[config.mk]
export PLATFORM = sky130hd
export DESIGN_NAME = tcw_engine
export DESIGN_NICKNAME = d
export VERILOG_FILES = /design/src/hw/rtl/tcw_pkg.sv /design/src/hw/rtl/tcw_engine.sv
export SDC_FILE = /design/constraint.sdc
export NUM_CORES = 1
export LEC_CHECK = 0
export BUFFER_PORTS_ARGS = -buffer_cell sky130_fd_sc_hd__buf_4
export CORE_MARGIN = 4
export CORE_UTILIZATION = 55
export CTS_BUF_LIST = sky130_fd_sc_hd__clkbuf_4
export CTS_CLUSTER_DIAMETER = 80
export DETAILED_ROUTE_END_ITERATION = 8
export PLACE_DENSITY = 0.88
export RECOVER_POWER = 50
export SLEW_MARGIN = 10
export SYNTH_ARGS = -nofsm -noshare
export SYNTH_HDL_FRONTEND = slang
export SYNTH_SLANG_ARGS = --single-unit
[constraint.sdc]
create_clock -name clk -period 3 [get_ports clk]
set_input_delay 0.3 -clock clk [delete_from_list [all_inputs] [get_ports clk]]
set_output_delay 0.3 -clock clk [all_outputs]
set_load 0.005 [all_outputs]
[src/hw/rtl/tcw_pkg.sv]
`timescale 1ns / 1ps
// ----------------------------------------------------------------------------
// tcw_pkg
// shared constants and helpers for the text console cell writer
// ----------------------------------------------------------------------------
package tcw_pkg;

    localparam int ROWS_DEF = 25;
    localparam int COLS_DEF = 80;

    localparam int CHAR_W  = 8;
    localparam int ATTR_W  = 8;
    localparam int CELL_W  = CHAR_W + ATTR_W;
    localparam int INDEX_W = 11;
    localparam int ROW_OUT_W = 5;
    localparam int COL_OUT_W = 7;

    localparam logic [CHAR_W-1:0] NEWLINE_CODE = 8'h0A;
    localparam logic [CHAR_W-1:0] SPACE_CODE   = 8'h20;
    localparam logic [ATTR_W-1:0] RESET_COLOR  = 8'h07;

    localparam logic FUNC_PUT  = 1'b0;
    localparam logic FUNC_READ = 1'b1;

    function automatic logic [CELL_W-1:0] make_cell(
        input logic [CHAR_W-1:0] ch,
        input logic [ATTR_W-1:0] attr
    );
        make_cell = {attr, ch};
    endfunction

endpackage

[src/hw/rtl/tcw_engine.sv]
`timescale 1ns / 1ps
// ----------------------------------------------------------------------------
// tcw_engine
// sequencer for puts, reads, scrolling and the post-reset clearing pass
// ----------------------------------------------------------------------------
module tcw_engine #(
    parameter int ROWS = tcw_pkg::ROWS_DEF,
    parameter int COLS = tcw_pkg::COLS_DEF
) (
    input  logic                                  clk,
    input  logic                                  rst_n,
    input  logic [tcw_pkg::ATTR_W-1:0]            text_color,
    input  logic                                  in_valid,
    output logic                                  in_ready,
    input  logic                                  in_func,
    input  logic [tcw_pkg::CHAR_W-1:0]            in_char,
    input  logic [tcw_pkg::INDEX_W-1:0]           in_index,
    output logic                                  out_valid,
    input  logic                                  out_ready,
    output logic [tcw_pkg::CELL_W-1:0]            out_data,
    output logic [tcw_pkg::ROW_OUT_W-1:0]         out_row,
    output logic [tcw_pkg::COL_OUT_W-1:0]         out_col,
    output logic                                  mem_we,
    output logic [$clog2(ROWS*COLS)-1:0]          mem_waddr,
    output logic [tcw_pkg::CELL_W-1:0]            mem_wdata,
    output logic                                  mem_re,
    output logic [$clog2(ROWS*COLS)-1:0]          mem_raddr,
    input  logic [tcw_pkg::CELL_W-1:0]            mem_rdata
);

    localparam int CELLS  = ROWS * COLS;
    localparam int ADDR_W = $clog2(CELLS);
    localparam int CNT_W  = ADDR_W + 1;
    localparam int ROW_W  = $clog2(ROWS);
    localparam int COL_W  = $clog2(COLS);

    localparam logic [2:0] ST_CLEAR  = 3'd0;
    localparam logic [2:0] ST_IDLE   = 3'd1;
    localparam logic [2:0] ST_RDWAIT = 3'd2;
    localparam logic [2:0] ST_SCROLL = 3'd3;
    localparam logic [2:0] ST_BLANK  = 3'd4;
    localparam logic [2:0] ST_EMIT   = 3'd5;

    logic [2:0]                 state_reg, state_next;
    logic [CNT_W-1:0]           cnt_reg, cnt_next;
    logic [ROW_W-1:0]           cur_y_reg, cur_y_next;
    logic [COL_W-1:0]           cur_x_reg, cur_x_next;
    logic                       rd_ok_reg, rd_ok_next;
    logic [tcw_pkg::CELL_W-1:0] res_data_reg, res_data_next;
    logic                       wr_pend_reg, wr_pend_next;
    logic [ADDR_W-1:0]          wr_addr_reg, wr_addr_next;
    logic                       m_valid_reg, m_valid_next;
    logic [tcw_pkg::CELL_W-1:0] m_data_reg, m_data_next;
    logic [tcw_pkg::ROW_OUT_W-1:0] m_row_reg, m_row_next;
    logic [tcw_pkg::COL_OUT_W-1:0] m_col_reg, m_col_next;

    logic              accept;
    logic              in_range;
    logic              newline;
    logic [CNT_W-1:0]  cur_addr;
    logic [COL_W:0]    x_plus;
    logic [ROW_W:0]    y_plus;
    logic              slot_free;

    assign in_ready  = (state_reg == ST_IDLE);
    assign accept    = in_valid && in_ready;
    assign in_range  = (32'(in_index) < 32'(CELLS));
    assign newline   = (in_char == tcw_pkg::NEWLINE_CODE);
    assign cur_addr  = CNT_W'(CNT_W'(cur_y_reg) * CNT_W'(COLS)) + CNT_W'(cur_x_reg);
    assign x_plus    = (COL_W + 1)'(cur_x_reg) + 1'b1;
    assign y_plus    = (ROW_W + 1)'(cur_y_reg) + 1'b1;
    assign slot_free = !m_valid_reg || out_ready;

    always_comb
    begin
        state_next    = state_reg;
        cnt_next      = cnt_reg;
        cur_y_next    = cur_y_reg;
        cur_x_next    = cur_x_reg;
        rd_ok_next    = rd_ok_reg;
        res_data_next = res_data_reg;
        wr_pend_next  = wr_pend_reg;
        wr_addr_next  = wr_addr_reg;
        m_valid_next  = m_valid_reg && !out_ready;
        m_data_next   = m_data_reg;
        m_row_next    = m_row_reg;
        m_col_next    = m_col_reg;
        mem_we        = 1'b0;
        mem_waddr     = cur_addr[ADDR_W-1:0];
        mem_wdata     = tcw_pkg::make_cell(in_char, text_color);
        mem_re        = 1'b0;
        mem_raddr     = ADDR_W'(in_index);

        case (state_reg)
            ST_CLEAR:
            begin
                mem_we    = 1'b1;
                mem_waddr = cnt_reg[ADDR_W-1:0];
                mem_wdata = tcw_pkg::make_cell(tcw_pkg::SPACE_CODE, tcw_pkg::RESET_COLOR);
                if (cnt_reg == CNT_W'(CELLS - 1))
                begin
                    cnt_next   = '0;
                    state_next = ST_IDLE;
                end
                else
                begin
                    cnt_next = cnt_reg + 1'b1;
                end
            end
            ST_IDLE:
            begin
                if (accept)
                begin
                    if (in_func == tcw_pkg::FUNC_READ)
                    begin
                        mem_re     = in_range;
                        rd_ok_next = in_range;
                        state_next = ST_RDWAIT;
                    end
                    else
                    begin
                        res_data_next = '0;
                        mem_we        = !newline;
                        state_next    = ST_EMIT;
                        if (newline || x_plus >= (COL_W + 1)'(COLS))
                        begin
                            cur_x_next = '0;
                            if (y_plus >= (ROW_W + 1)'(ROWS))
                            begin
                                cur_y_next   = ROW_W'(ROWS - 1);
                                cnt_next     = '0;
                                wr_pend_next = 1'b0;
                                state_next   = ST_SCROLL;
                            end
                            else
                            begin
                                cur_y_next = y_plus[ROW_W-1:0];
                            end
                        end
                        else
                        begin
                            cur_x_next = x_plus[COL_W-1:0];
                        end
                    end
                end
            end
            ST_RDWAIT:
            begin
                res_data_next = rd_ok_reg ? mem_rdata : '0;
                state_next    = ST_EMIT;
            end
            ST_SCROLL:
            begin
                // read one row ahead, write the beat read last cycle
                mem_we    = wr_pend_reg;
                mem_waddr = wr_addr_reg;
                mem_wdata = mem_rdata;
                if (cnt_reg < CNT_W'(CELLS - COLS))
                begin
                    mem_re       = 1'b1;
                    mem_raddr    = ADDR_W'(cnt_reg + CNT_W'(COLS));
                    wr_pend_next = 1'b1;
                    wr_addr_next = cnt_reg[ADDR_W-1:0];
                    cnt_next     = cnt_reg + 1'b1;
                end
                else
                begin
                    wr_pend_next = 1'b0;
                    state_next   = ST_BLANK;
                end
            end
            ST_BLANK:
            begin
                mem_we    = 1'b1;
                mem_waddr = cnt_reg[ADDR_W-1:0];
                mem_wdata = tcw_pkg::make_cell(tcw_pkg::SPACE_CODE, text_color);
                if (cnt_reg == CNT_W'(CELLS - 1))
                begin
                    cnt_next   = '0;
                    state_next = ST_EMIT;
                end
                else
                begin
                    cnt_next = cnt_reg + 1'b1;
                end
            end
            ST_EMIT:
            begin
                if (slot_free)
                begin
                    m_valid_next = 1'b1;
                    m_data_next  = res_data_reg;
                    m_row_next   = tcw_pkg::ROW_OUT_W'(cur_y_reg);
                    m_col_next   = tcw_pkg::COL_OUT_W'(cur_x_reg);
                    state_next   = ST_IDLE;
                end
            end
            default:
            begin
                state_next = ST_IDLE;
            end
        endcase
    end

    always_ff @(posedge clk or negedge rst_n)
    begin
        if (!rst_n)
        begin
            state_reg   <= ST_CLEAR;
            cnt_reg     <= '0;
            cur_y_reg   <= '0;
            cur_x_reg   <= '0;
            rd_ok_reg   <= 1'b0;
            wr_pend_reg <= 1'b0;
            m_valid_reg <= 1'b0;
        end
        else
        begin
            state_reg   <= state_next;
            cnt_reg     <= cnt_next;
            cur_y_reg   <= cur_y_next;
            cur_x_reg   <= cur_x_next;
            rd_ok_reg   <= rd_ok_next;
            wr_pend_reg <= wr_pend_next;
            m_valid_reg <= m_valid_next;
        end
    end

    always_ff @(posedge clk)
    begin
        res_data_reg <= res_data_next;
        wr_addr_reg  <= wr_addr_next;
        m_data_reg   <= m_data_next;
        m_row_reg    <= m_row_next;
        m_col_reg    <= m_col_next;
    end

    assign out_valid = m_valid_reg;
    assign out_data  = m_data_reg;
    assign out_row   = m_row_reg;
    assign out_col   = m_col_reg;

endmodule

# After elaboration in Yosys (flattened, before gate mapping)
# Index checks and enable logic that the tools add are counted.
# word_totals
in_bits,48
mem_bits_rw,0
mem_count,0
word_cells,100
out_inout_bits,70
ff_bits,85
latchBits,0
romBits,0
# op_classes
multipliers,1
n_reduce_logical,21
bitwise_logic,1
add_sub_neg,5
shift,0
n_mux,40
div_mod_pow,0
order_cmp,4
n_eq_ne,16
# op_table
cell,count
12-bit two-way mux,6
16-bit two-way mux,3
16-bit one-hot mux with 3 select lines,1
12-bit one-hot mux with 3 select lines,1
16-bit one-hot mux with 2 select lines,1
3-bit two-way mux,8
11-bit two-way mux,2
11-bit one-hot mux with 2 select lines,1
3-bit one-hot mux with 6 select lines,1
12-bit by 1-bit adder with 12-bit output (second input constant),1
12-bit by 11-bit == test with 1-bit output (second input constant),1
12-bit by 11-bit less-than comparator with 1-bit output (second input constant),1
2-bit != test (second input constant),6
11-bit by 7-bit adder with 11-bit output,1
11-bit by 7-bit adder with 11-bit output (second input constant),1
11-bit less-than comparator (second input constant),1
1-bit two-way mux,11
5-bit AND reduction,2
3-bit AND reduction,3
7-bit by 1-bit adder with 8-bit output (second input constant),1
8-bit by 4-bit == test with 1-bit output (second input constant),1
8-bit by 7-bit greater-or-equal comparator with 1-bit output (second input constant),1
5-bit by 3-bit multiplier with 7-bit output (second input constant),1
7-bit two-way mux,1
other kinds (20),31

# Depth between registers and ports, before layout
# depth
depth_word,7
mapped_depth,9
ltp_nobuf,8

# Worst setup path after synthesis
# No wires, ideal clock.
# synth_timing
kind,reg-to-output
from,register cur_y_reg[3]
to,output port mem_waddr[10]
arrival_time_ps,2138
path_slack_ps,562
path_buffers,0
t_required_ps,2700
stages_incl_launch_ff,9
cell_sequence,dfrtp_1 > ha_1 > ha_1 > fa_1 > xor2_1 > o2111ai_1 > xor2_1 > xnor2_1 > o21ai_0
# synth_between
elab_chain_len,3
# synth_rtl
item,line_no,source
from (decl),tcw_engine.sv:46,"logic [ROW_W-1:0] cur_y_reg, cur_y_next;"
from (signal assigned),tcw_engine.sv:221,cur_y_reg <= cur_y_next;
5-bit by 3-bit multiplier with 7-bit output,tcw_engine.sv:69,assign cur_addr = CNT_W'(CNT_W'(cur_y_reg) * CNT_W'(COLS)) + CNT_W'(cur_x_reg);
11-bit by 7-bit adder with 11-bit output,tcw_engine.sv:69,
11-bit one-hot mux with 2 select lines,tcw_engine.sv:94,case (state_reg)
to (decl),tcw_engine.sv:24,"output logic [$clog2(ROWS*COLS)-1:0] mem_waddr,"
# Every way passes these cells.

# Worst setup path after layout
# layout_timing
from,register cur_y_reg[2]
to,output port mem_waddr[10]
# Same word-level chain as after synthesis.

==> metrics.yaml <==
port_buffers: 117
clockBufferDepth: 2
nFillCells: 564
fin_crit_sh_pct: 98.1
ys_ff_latch: 85
max_freq_ghz: 0.340
cp_max_fo: 7
internal_power_mw: 2.80
drv_cap: 1
num_vias: 4108
firstDrtPassIters: 5
final.setup.tns_ns: 0
p_leak_nw: 2.56
pwr-share-clk_pct: 14.6
power_switching_share_pct: 40.1
p_comb_share_pct: 44.6
netlist.area_leader.share_pct: 35.6
place.gp.congestion: 0.870
synthesis.area_um2: 4640
worst_ir_drop_vdd_mv: 0.429
synth.distinct_cells: 58
async_flop_share_pct: 35.3
routed_via_density: 5.85
grt_pass1_wl_um: 18800
ys_seq_area_share_pct: 51.8
grt_usage_pct: 23.8
drt_wl_total_um: 12200
fin_nets: 657
switchingPower_mw: 1.87
synth_warnings: 0
p_total_mw: 4.68
regArea_um2: 2410
critPathCaptureType: "primary output"
io_pins: 118
synth_top_cell_by_area: "edfxtp_1"
grt_pass1_vias: 3865
core.rowCount: 33
wl_per_cell_um: 17.4
crit_type: "flip-flop to primary output"
grt-ovfl-total: 0
crit_path_start_kind: "flip-flop"
dp_hpwl_um: 8710
core-area_um2: 8220
setup_viol: 0
finClkSkew_ns: 0.0196
multi_input_area_um2: 2110
yosysMostFrequentCell: "nand2_1"
fp.dieW_um: 99.8
status: "finished, violations left"
antennaDiodeCount: 0
final-max-slew-violation-count: 31
drc: 0
die_y_um: 99.8
drt_iter0_markers: 372
syn_inst: 464
final-hold-violation-count: 0
critPathRequiredTime_ns: 2.70
tritoncts: "done"
post_route_cells_drive_above_1_share_pct: 30.5
seq_power_share_pct: 40.8
area_growth_pct: 27.8
relSlewSlack_pct: -13.6
failed_checks: "max-capacitance violations, max-slew violations"
synth_enable_flop_cells: 55
grt_start_max_net_pins: 31
hp-class: "primary input to flip-flop"
dieArea_um2: 9960
numCtsBuffers: 9
critical_path_arrival_ns: 2.64
clock_latency_ns: 0.43
period_minus_slack_ns: 2.94
syn_nets: 529
htree_levels: 3
initial_core_util_pct: 56.4
ant_nets: 0
powerDensity_nw_per_um2: 789
root_buffer: "clkbuf_4"
grt_antenna_before_repair: 0
clk_pin_slew_ns: 0.16
worst_pin_slew_ns: 1.70
cts_sinks: 85
synthTopCellsByCount: "nand2_1, edfxtp_1, o21ai_0, dfrtp_1, a21oi_1"
synth-main-ff-cell: "edfxtp_1"
avgSynthCellArea_um2: 9.99
synthTopCellsByArea: "edfxtp_1, dfrtp_1, nand2_1"
==> through the flow <==
stage	cells	util (%)	area (um2)	hold WS [ns]	setup slack, ns
floorplan	464	-	4640	0.00441	0.562
global route	702	72.1	5930	0.115	-0.0301
CTS	694	71.1	5840	0.134	0.0000706
global placement	672	68.4	5620	0.260	0.395
finish	702	72.1	5930	0.141	0.0585
detailed placement	672	68.4	5620	0.263	0.224
==> final cells by class <==
type | instances | area share [%]
timing repair buffer | 141 | 18.0
clock buffer | 9 | 1.14
inverter | 17 | 1.08
multi-input combinational | 338 | 35.6
tap | 105 | 2.22
sequential | 85 | 40.6
clock inverter | 7 | 1.37
==> critical path, cell delays in order (launching register included) <==
cell and delay [ns]:
dfrtp_2 0.50, ha_2 0.20, ha_2 0.20, fa_2 0.55, o2111ai_2 0.12, xor2_1 0.19, xnor2_1 0.13, o21ai_1 0.17
buf_4 0.15
==> cells by family (layout without fill, tap and decap cells) <==
logic type                 after synthesis  count (layout)  synth area share (%)
AOI/OAI and AO/OA                      126             126                  17.4
muxes                                    5               5                  1.19
DFF                                     85              85                  51.8
adders and majority gates               17              17                  4.91
and+or+nand+nor                        179             179                  18.8
buffers and inverters                   41             174                  3.83
xor gates and xnor gates                11              11                  2.08
==> power by group through the flow <==
stage	clock network [mW]	logic, mW	registers (mW)
final	0.683	2.09	1.91
after global routing	0.744	2.28	1.95
after CTS	0.684	2.07	1.90
after detailed placement	0	2.06	1.93
after global placement	0	1.99	1.91
after floorplan	0	1.23	1.79
==> repair_timing <==
item                                    CTS  global route
resized for setup                         9             7
cloned                                    0             0
buffers inserted                          5             8
hold buffers                              1             0
pin swaps                                 4             4
endpoints found under the hold margin    30             0
endpoints found under the setup margin    1             2
==> worst paths after layout <==
kind / end / cells past startpoint / slack [ns] / start
worst max-delay path: mem_waddr[10] / 8 / 0.06 / cur_y_reg[2]$_DFFE_PN0P_
worst min-delay path: res_data_reg[12]$_SDFFCE_PN0P_ / 2 / 0.14 / mem_rdata[12]
worst max register to register: cnt_reg[2]$_DFFE_PN0P_ / 9 / 0.61 / cur_y_reg[1]$_DFFE_PN0P_
worst min register to register: out_data[6]$_DFFE_PP_ / 0 / 0.42 / res_data_reg[6]$_SDFFCE_PN0P_
max in group asynchronous: cur_y_reg[3]$_DFFE_PN0P_ / 2 / 1.06 / rst_n
min in group asynchronous: cur_y_reg[4]$_DFFE_PN0P_ / 2 / 0.84 / rst_n
==> per-layer routing <==
metal	track usage (%)	vias to the layer above	routed length, um
met5	0	-	0
li1	-	1933	-
met2	38.5	202	5980
met3	4.52	26	968
met1	32.1	1947	5040
met4	8.93	0	239
==> placed cells by master, fill, tap and decap left out, types with 2 or more instances in the layout <==
cell type	instances
a211oi_1	5
a21o_1	5
a21oi_1	23
a221o_1	3
a22oi_1	5
a31oi_1	9
a41oi_1	9
and2_1	18
and3_1	7
buf_4	137
clkbuf_1	2
clkbuf_4	9
clkinv_4	3
dfrtp_1	26
dfrtp_2	4
edfxtp_1	55
fa_2	2
ha_1	11
ha_2	2
ha_4	2
inv_1	17
inv_6	2
mux2_2	4
nand2_1	80
nand2_2	2
nand2b_1	8
nand3_1	14
nor2_1	18
nor2b_1	10
nor3_1	5
nor3b_1	2
nor4b_1	3
o21ai_0	44
o21ai_1	2
o22ai_1	5
o31ai_1	3
or2_2	2
xnor2_1	3
xor2_1	7
Power figures use the tool's default switching activity.
